### config.mk
export PLATFORM = sky130hd
export DESIGN_NAME = socd_direction_cleaner
export DESIGN_NICKNAME = d
export VERILOG_FILES = /design/src/rtl/socd_pkg.sv /design/src/rtl/socd_direction_cleaner.sv /design/src/rtl/socd_resolve.sv
export SDC_FILE = /design/constraint.sdc
export NUM_CORES = 1
export LEC_CHECK = 0
export BUFFER_PORTS_ARGS = -buffer_cell sky130_fd_sc_hd__buf_4
export CORE_MARGIN = 2
export CORE_UTILIZATION = 64
export CTS_CLUSTER_DIAMETER = 40
export DETAILED_ROUTE_END_ITERATION = 12
export PLACE_DENSITY_LB_ADDON = 0.1
export SYNTH_ARGS = -nofsm -noshare
export SYNTH_HDL_FRONTEND = slang
export SYNTH_SLANG_ARGS = --single-unit
### constraint.sdc
create_clock -name i_clk -period 7.5 [get_ports i_clk]
set_clock_uncertainty 0.2 [all_clocks]
set_input_delay 2.25 -clock i_clk [delete_from_list [all_inputs] [get_ports i_clk]]
set_output_delay 2.25 -clock i_clk [all_outputs]
set_load 0.03 [all_outputs]
### src/rtl/socd_pkg.sv
// Shared types, codes and the action builder for the SOCD direction cleaner.
// No dependencies; used by socd_resolve and socd_direction_cleaner.
package socd_pkg;

    localparam logic [1:0] ACT_RELEASE = 2'd0;
    localparam logic [1:0] ACT_PRESS   = 2'd1;
    localparam logic [1:0] ACT_AXIS    = 2'd2;

    localparam logic [1:0] MODE_STANDARD = 2'd0;
    localparam logic [1:0] MODE_NEUTRAL  = 2'd1;
    localparam logic [1:0] MODE_LAST     = 2'd2;

    // direction codes are the low two bits of buttons 12..15
    localparam logic [1:0] DIR_UP    = 2'd0;
    localparam logic [1:0] DIR_DOWN  = 2'd1;

    localparam logic [4:0] BTN_DIR_BASE = 5'd12;
    localparam logic [4:0] BTN_PASS_TOP = 5'd11;
    localparam logic [4:0] BTN_EXTRA    = 5'd16;

    localparam logic signed [7:0] AXIS_NEG  = -8'sd127;
    localparam logic signed [7:0] AXIS_POS  = 8'sd127;
    localparam logic signed [7:0] AXIS_ZERO = 8'sd0;

    typedef struct packed {
        logic [4:0] button;
        logic       pressed;
        logic [1:0] socd_mode;
    } t_in;

    typedef struct packed {
        logic [1:0]        action;
        logic [4:0]        button_index;
        logic              axis_index;
        logic signed [7:0] axis_value;
        logic              last;
    } t_out;

    // One action driving direction d on or off, as d-pad button or stick axis.
    function automatic t_out drive(input logic [1:0] d, input logic on, input logic dpad);
        t_out r;
        r = '0;
        if (dpad) begin
            r.action       = on ? ACT_PRESS : ACT_RELEASE;
            r.button_index = BTN_DIR_BASE + {3'd0, d};
        end else begin
            r.action     = ACT_AXIS;
            r.axis_index = ~d[1];
            if (on) begin
                r.axis_value = d[0] ? AXIS_POS : AXIS_NEG;
            end else begin
                r.axis_value = AXIS_ZERO;
            end
        end
        return r;
    endfunction

endpackage

### src/rtl/socd_direction_cleaner.sv
// Top level of the SOCD direction cleaner: held-direction state, output mode
// register and a four-entry result queue. Depends on socd_pkg and socd_resolve.
//
// Usage:
//   Input channel i_valid/o_stall carries one key event (t_in) per transfer.
//   Output channel o_valid/i_stall carries one controller action (t_out) per
//   transfer; an event gives zero, one or two actions, the final one with last.
//   i_cfg_we/i_cfg_wdata write dpad_output (1 = d-pad buttons, 0 = stick axes).
// The actions of an event are written into the result queue at its transfer.
// Throughput: one event per cycle while each gives one action and i_stall is
//   low; the output drains one action per cycle, so two-action events are
//   limited by that drain, which is set by the single read port of the queue.
// o_stall rises when the queue holds three or more actions (room for two is
//   needed to take an event); it comes from r_cnt alone, not from i_stall.
// Reset (synchronous, i_rst_n low): queue empty, all directions released,
//   dpad_output set to 1.
// When the receiver stalls, the head action holds steady and the queue fills
//   until o_stall rises; nothing is dropped.
module socd_direction_cleaner (
    input  logic           i_clk,
    input  logic           i_rst_n,
    input  logic           i_valid,
    output logic           o_stall,
    input  socd_pkg::t_in  i_item,
    output logic           o_valid,
    input  logic           i_stall,
    output socd_pkg::t_out o_result,
    input  logic           i_cfg_we,
    input  logic           i_cfg_wdata
);
    import socd_pkg::*;

    localparam int DEPTH = 4;
    localparam int PW    = $clog2(DEPTH);
    localparam int CW    = $clog2(DEPTH + 1);

    t_out            r_fifo [DEPTH];
    logic [PW-1:0]   r_wr_ptr, n_wr_ptr;
    logic [PW-1:0]   r_rd_ptr, n_rd_ptr;
    logic [CW-1:0]   r_cnt, n_cnt;
    logic [3:0]      r_held, n_held;
    logic            r_dpad;

    logic            in_xfer;
    logic            out_xfer;
    logic [1:0]      res_count;
    logic [1:0]      push_n;
    t_out            res0;
    t_out            res1;
    logic [PW-1:0]   wr_ptr_1;

    socd_resolve u_resolve (
        .i_item  (i_item),
        .i_held  (r_held),
        .i_dpad  (r_dpad),
        .o_count (res_count),
        .o_res0  (res0),
        .o_res1  (res1),
        .o_held  (n_held)
    );

    assign o_stall  = (r_cnt > CW'(DEPTH - 2));
    assign in_xfer  = i_valid && !o_stall;
    assign o_valid  = (r_cnt != '0);
    assign out_xfer = o_valid && !i_stall;
    assign o_result = r_fifo[r_rd_ptr];
    assign push_n   = in_xfer ? res_count : 2'd0;
    assign wr_ptr_1 = r_wr_ptr + PW'(1);

    always_comb begin
        n_wr_ptr = r_wr_ptr + PW'(push_n);
        n_rd_ptr = r_rd_ptr + PW'(out_xfer);
        n_cnt    = r_cnt + CW'(push_n) - CW'(out_xfer);
    end

    always_ff @(posedge i_clk) begin
        if (!i_rst_n) begin
            r_wr_ptr <= '0;
            r_rd_ptr <= '0;
            r_cnt    <= '0;
            r_held   <= '0;
            r_dpad   <= 1'b1;
        end else begin
            r_wr_ptr <= n_wr_ptr;
            r_rd_ptr <= n_rd_ptr;
            r_cnt    <= n_cnt;
            if (in_xfer) begin
                r_held <= n_held;
            end
            if (i_cfg_we) begin
                r_dpad <= i_cfg_wdata;
            end
        end
    end

    always_ff @(posedge i_clk) begin
        if (push_n != 2'd0) begin
            r_fifo[r_wr_ptr] <= res0;
        end
        if (push_n == 2'd2) begin
            r_fifo[wr_ptr_1] <= res1;
        end
    end

endmodule

### src/rtl/socd_resolve.sv
// Combinational SOCD resolution of one key event against the held directions.
// Depends on socd_pkg.
module socd_resolve (
    input  socd_pkg::t_in  i_item,
    input  logic [3:0]     i_held,
    input  logic           i_dpad,
    output logic [1:0]     o_count,
    output socd_pkg::t_out o_res0,
    output socd_pkg::t_out o_res1,
    output logic [3:0]     o_held
);
    import socd_pkg::*;

    logic [1:0] d;
    logic [1:0] o;
    logic       opp;
    logic       is_pass;
    logic       is_dir;
    t_out       res0;
    t_out       res1;

    assign d       = i_item.button[1:0];
    assign o       = d ^ 2'd1;
    assign opp     = i_held[o];
    assign is_pass = (i_item.button <= BTN_PASS_TOP) || (i_item.button == BTN_EXTRA);
    assign is_dir  = i_item.button inside {[5'd12:5'd15]};

    always_comb begin
        o_count = 2'd0;
        o_held  = i_held;
        res0    = '0;
        res1    = '0;
        if (is_pass) begin
            res0.action       = i_item.pressed ? ACT_PRESS : ACT_RELEASE;
            res0.button_index = i_item.button;
            o_count           = 2'd1;
        end else if (is_dir) begin
            if (i_item.pressed) begin
                o_held[d] = 1'b1;
                if ((i_item.socd_mode == MODE_LAST) ||
                    ((i_item.socd_mode != MODE_NEUTRAL) && (d == DIR_UP))) begin
                    // opposite released first, then this direction pressed
                    if (opp) begin
                        res0    = drive(o, 1'b0, i_dpad);
                        res1    = drive(d, 1'b1, i_dpad);
                        o_count = 2'd2;
                    end else begin
                        res0    = drive(d, 1'b1, i_dpad);
                        o_count = 2'd1;
                    end
                end else if ((i_item.socd_mode != MODE_NEUTRAL) && (d == DIR_DOWN)) begin
                    // standard: up wins, down only when up is clear
                    if (!opp) begin
                        res0    = drive(d, 1'b1, i_dpad);
                        o_count = 2'd1;
                    end
                end else begin
                    res0    = opp ? drive(o, 1'b0, i_dpad) : drive(d, 1'b1, i_dpad);
                    o_count = 2'd1;
                end
            end else begin
                o_held[d] = 1'b0;
                res0      = drive(d, 1'b0, i_dpad);
                if (opp) begin
                    res1    = drive(o, 1'b1, i_dpad);
                    o_count = 2'd2;
                end else begin
                    o_count = 2'd1;
                end
            end
        end
        if (o_count == 2'd2) begin
            res1.last = 1'b1;
        end else begin
            res0.last = 1'b1;
        end
    end

    assign o_res0 = res0;
    assign o_res1 = res1;

endmodule

-- Yosys cells after proc, flatten, opt, wreduce, memory -nomap -nowiden
Memories as Yosys holds them, arrays and structs flattened. A register that Yosys moved wholly into a read port is not among the register bits.
Cells that the tools add are included.
- memories kept: 1
- register bits: 12
- input bits: 14
- RAM bits: 68
- memories (name ; depth ; bits a word ; read ports ; clocked after memory_dff ; wr ports ; line ; source):
    r_fifo ; 4 ; 17 ; 1 ; 1 ; 2 ; socd_direction_cleaner.sv:37 ; t_out r_fifo [DEPTH];
- order comparisons: 7
- bitwise operators: 6
- equality and inequality tests: 6
- reduce and logical (&&, ||, !) cells: 14
- multiplexer cells: 44
- add/subtract/negate cells: 7
- operators with widths (cell ; count):
    2-to-1 mux 17 bit ; 12
    2-to-1 mux 9 bit ; 3
    2-to-1 mux 2 bit ; 9
    2-to-1 mux 8 bit ; 2
    2-to-1 mux 1 bit ; 11
    adder 4 x 2 -> 5 bit (first input constant) ; 2
    less-or-equal comparator 5 x 4 -> 1 bit (second input constant) ; 2
    2-to-1 mux 10 bit ; 1
    2-to-1 mux 5 bit ; 2
    2-to-1 mux 7 bit ; 1
    == test 2 bit (second input constant) ; 3
    logical AND 1 bit ; 6
    < comparator 2 x 3 -> 1 bit (second input constant) ; 2
    == test 5 bit (second input constant) ; 1
    >= comparator 5 x 4 -> 1 bit (second input constant) ; 1
    AND 4 bit ; 1
    2-to-1 mux 4 bit ; 1
    inverter 4 bit ; 1
    OR 4 bit ; 1
    adder 3 x 2 -> 3 bit ; 1
    greater-than comparator 3 x 2 -> 1 bit (second input constant) ; 1
    inverter 1 bit ; 3
    AND reduction 3 bit ; 1
    nonzero test 3 bit ; 1
    other kinds (13) ; 15

-- Depth between registers and ports, before layout
- depth in word-level cells: 13
- mapped depth: 13
- depth with buffers taken out: 12

-- By module
Synthesis repeated with hierarchy kept, for this count alone.
- cells, all modules: 327
- area, all modules: 4521.8 um2
- modules (own cells, without submodules) (module ; area each (um2) ; cells an instance ; times used):
    socd_direction_cleaner ; 4003.8 ; 246 ; 1
    socd_resolve ; 518.0 ; 81 ; 1

-- Worst setup path after synthesis
OpenSTA, ideal clock, no wires.
- path kind: input port to flip-flop
- start point: input port i_item[3] in the netlist's numbering
- end point: register r_cnt[2]
- path buffers: 1
- library setup time: 0.115 ns
- stages: 13
- data arrival time: 4.611 ns
- data required time: 7.185 ns
- setup slack: 2.574 ns
- cells stage by stage: buf_6 -> mux4_2 -> o311a_1 -> o21ai_4 -> nand3_1 -> ha_1 -> inv_1 -> ha_1 -> inv_1 -> fa_1 -> xor2_1 -> xnor2_1 -> and2_1
- cells in the longest elaborated chain, start to end: 12
- elaborated cells between the ends (all ways): 24
- classes of those cells: add/sub: 2; order compare: 3; eq/ne: 2; mux: 10; bitwise: 1; reduce/logical: 6
- ends and longest elaborated chain (item ; line ; source):
    start: declaration ; socd_direction_cleaner.sv:24 ; input socd_pkg::t_in i_item,
    inverter 1 bit (no source line) ; - ;
    binary-select mux 1 bit (select 2 bit) ; socd_resolve.sv:24 ; assign opp = i_held[o];
    2-to-1 mux 1 bit (not written as such) ; socd_resolve.sv:24 ;
    2-to-1 mux 1 bit ; socd_resolve.sv:53 ; if (!opp) begin
    2-to-1 mux 1 bit ; socd_resolve.sv:51 ; end else if ((i_item.socd_mode != MODE_NEUTRAL) && (d == DIR_DOWN)) begin
    2-to-1 mux 2 bit ; socd_resolve.sv:40 ; if ((i_item.socd_mode == MODE_LAST) ||
    2-to-1 mux 2 bit ; socd_resolve.sv:38 ; if (i_item.pressed) begin
    2-to-1 mux 2 bit ; socd_resolve.sv:37 ; end else if (is_dir) begin
    2-to-1 mux 2 bit (*) ; socd_resolve.sv:33 ; if (is_pass) begin
    2-to-1 mux 2 bit (*) ; socd_direction_cleaner.sv:67 ; assign push_n = in_xfer ? res_count : 2'd0;
    adder 3 x 2 -> 3 bit (*) ; socd_direction_cleaner.sv:73 ; n_cnt = r_cnt + CW'(push_n) - CW'(out_xfer);
    subtractor 3 x 1 -> 3 bit (*) ; socd_direction_cleaner.sv:73 ;
    end signal: assignment ; socd_direction_cleaner.sv:86 ; r_cnt <= n_cnt;
    end: declaration ; socd_direction_cleaner.sv:40 ; logic [CW-1:0] r_cnt, n_cnt;
Mark *: on every way between the ends. The rest lies on a longest branch, timed or not. The select of a mux whose other input is x is not followed.
A chain may end at the register's enable or synchronous reset.

-- Final worst setup path
Same ends and word-level chain as after synthesis.

==> results.tsv <==
metric	value	unit
status	complete, no violations	
numPortBuffers	32	
dr.pass1.iters	6	
drive_above_1_share	22.4	%
setup-violations-final	0	
ys_types	57	
drt.antenna.violating_nets	0	
synth_seq_cells	60	
final_cell_mix	nand2_1, edfxtp_1, buf_4, dfxtp_1, o21ai_0	
finalCritPeriodShare	66.7	%
fin_nets	336	
cts_buffers	9	
synth-main-ff-cell	edfxtp_1	
required	7.54	ns
yosysWarningCount	0	
syn_to_final_growth	12.5	%
netlist_instances	289	
die_w	76.1	um
place_area	0.00356	mm^2
synth_enable_flop_cells	44	
maxCapViolCount	0	
critPathKind	in2reg	
max-slew-margin-rel	29.7	%
hold_viol_final	0	
numClockSinks	60	
post-route-min-period	5.00	ns
overflow	0	
grt_pass1_vias	2483	
cts_max_level	3	
dp_hpwl	5820	um
end_kind	flop	
filler_cell_count	389	
syn_area	0.00333	mm^2
clkPwrFrac	27.0	%
start_util	65.6	%
startpoint_type	primary input	
hp-class	reg2reg	
intPower	0.673	mW
clkTransAtPathRegs	0.06	ns
via_per_inst	6.52	
n_antenna_cell	0	
cellPowerDensity	275	mW/mm^2
dr.first_iter.drc_count	428	
holdBufCountCts	0	
yosysSeqAreaShare	49.3	%
final_util	73.8	%
die-height	76.1	um
clock.fmax	200	MHz
post_cts_buffers	0	
core_area	0.00507	mm^2
gp_congestion	0.963	
grt_pass1_wl	13000	um
rsz0062_at_grt	false	
multi_input_area	0.00155	mm^2
cts_resized	0	
tightest_slew	1.04	ns
p_leak	1.39	nW
grt_usage	29.9	%
clockRootBuffer	clkbuf_8	
vias	2551	
p_seq_share	40.8	%
final.setup.tns	0	ns
grt_max_degree	20	
switching_power	0.355	mW
async_flop_share	0	%
layout_commonest_cell	nand2_1	
design_area	0.00374	mm^2
insertion_delay	0.35	ns
die_area	0.00579	mm^2
final_max_slew_viol_count	0	
seqCellArea	0.00164	mm^2
worstPathMaxFanout	19	
p_comb_share	32.2	%
peakVddDrop	0.297	mV
clock_path_buffers	2	
io_pins	33	
critPathArrivalTime	5.04	ns
switching_share	34.5	%
wl	8040	um
row_count	26	
cts_tree	done	
wl_per_cell	20.6	um
syn_nets	309	
route.detailed.drc	0	
antenna_found_initial	0	
syn_area_per_cell	11.5	um^2
==> worst max-delay path: stages <==
cell	delay [ns]
buf_4	0.19
mux4_2	0.68
o311a_1	0.19
o21ai_4	0.21
nand3_1	0.15
ha_1	0.30
inv_1	0.05
ha_1	0.13
inv_1	0.05
fa_1	0.38
xor2_1	0.17
xnor2_1	0.13
and2_1	0.15
==> kinds of logic (layout without fill, tap and decap cells) <==
family	count (synthesis)	in the layout	synth area share (%)
buf+inv	26	58	4.02
xor+xnor	6	6	1.58
mux	16	16	9.70
fa+ha+maj	6	6	2.48
compound gates	66	66	15.4
flops	60	60	49.3
simple gates	109	109	17.5
==> synth_stat cells, types with 2 or more instances <==
| cell | number | share of area, % |
|---|---|---|
| a21boi_0 | 5 | 1.1 |
| a21boi_1 | 2 | 0.45 |
| a21oi_1 | 4 | 0.60 |
| a221o_1 | 2 | 0.60 |
| a22oi_2 | 2 | 0.75 |
| and2_1 | 8 | 1.5 |
| and3b_1 | 2 | 0.53 |
| buf_2 | 2 | 0.30 |
| buf_4 | 5 | 1.1 |
| buf_6 | 2 | 0.68 |
| clkbuf_1 | 7 | 0.79 |
| dfxtp_1 | 16 | 9.6 |
| edfxtp_1 | 44 | 40 |
| ha_1 | 5 | 1.9 |
| inv_1 | 9 | 1.0 |
| mux2i_1 | 3 | 0.90 |
| mux4_2 | 13 | 8.8 |
| nand2_1 | 45 | 5.1 |
| nand2b_1 | 4 | 0.75 |
| nand3_1 | 12 | 1.8 |
| nand3b_1 | 2 | 0.45 |
| nor2_1 | 13 | 1.5 |
| nor2b_1 | 8 | 1.5 |
| nor3_1 | 3 | 0.45 |
| nor3_4 | 2 | 0.98 |
| o2111ai_1 | 4 | 1.1 |
| o211ai_1 | 3 | 0.68 |
| o21ai_0 | 14 | 2.1 |
| o21ai_1 | 6 | 0.90 |
| o21ai_4 | 2 | 0.98 |
| o22ai_1 | 8 | 1.5 |
| o32ai_1 | 3 | 0.79 |
| xnor2_1 | 4 | 1.1 |
| xor2_1 | 2 | 0.53 |
==> final cells by class <==
type                    count  area share, %
flip-flops and latches     60           43.9
clock buffers               9           3.31
well taps                  70           2.34
clock inverters             7           1.54
inverters                   9          0.902
multi-input cells         203           41.4
repair buffers             33           6.62
==> power groups by stage <==
stage          Combinational [mW]  Sequential (mW)  Clock, mW
3_5_place_dp                0.332            0.428          0
3_3_place_gp                0.323            0.426          0
5_1_grt                     0.356            0.425      0.291
2_1_floorplan               0.263            0.402          0
6_report                    0.331            0.419      0.277
4_1_cts                     0.333            0.422      0.279
==> state kept, by name (all words and copies together) (netlist names), named ones only <==
name,flops
r_wr_ptr,2
r_dpad,1
r_rd_ptr,2
r_cnt,3
r_fifo,48
==> metrics by stage <==
stage	total power, mW	setup slack, ns	hold slack (ns)	cells
floorplan	0.665	2.57	0.240	289
global placement	0.748	2.23	0.267	375
detailed placement	0.761	2.13	0.272	375
CTS	1.03	2.49	0.281	391
global route	1.07	2.31	0.309	391
finish	1.03	2.50	0.276	391
==> final timing paths <==
| path | slack (ns) | depth (start not counted) | to | start |
|---|---|---|---|---|
| min reg2reg | 0.28 | 2 | flop | flop |
| max | 2.50 | 13 | r_cnt[2] | i_item[3] |
| max reg2reg | 4.35 | 12 | r_cnt[2] | flop |
| min | 0.28 | 2 | flop | flop |
==> metal layers <==
metal / GRT usage (%) / part of all wire [%] / vias to the layer above
li1: - / - / 1141
met1: 38.6 / 40 / 1212
met2: 48.2 / 48 / 160
met3: 6.99 / 8.0 / 38
met4: 14.2 / 4.1 / 0
met5: 0 / 0 / -
(Power assumes the default switching activity.)
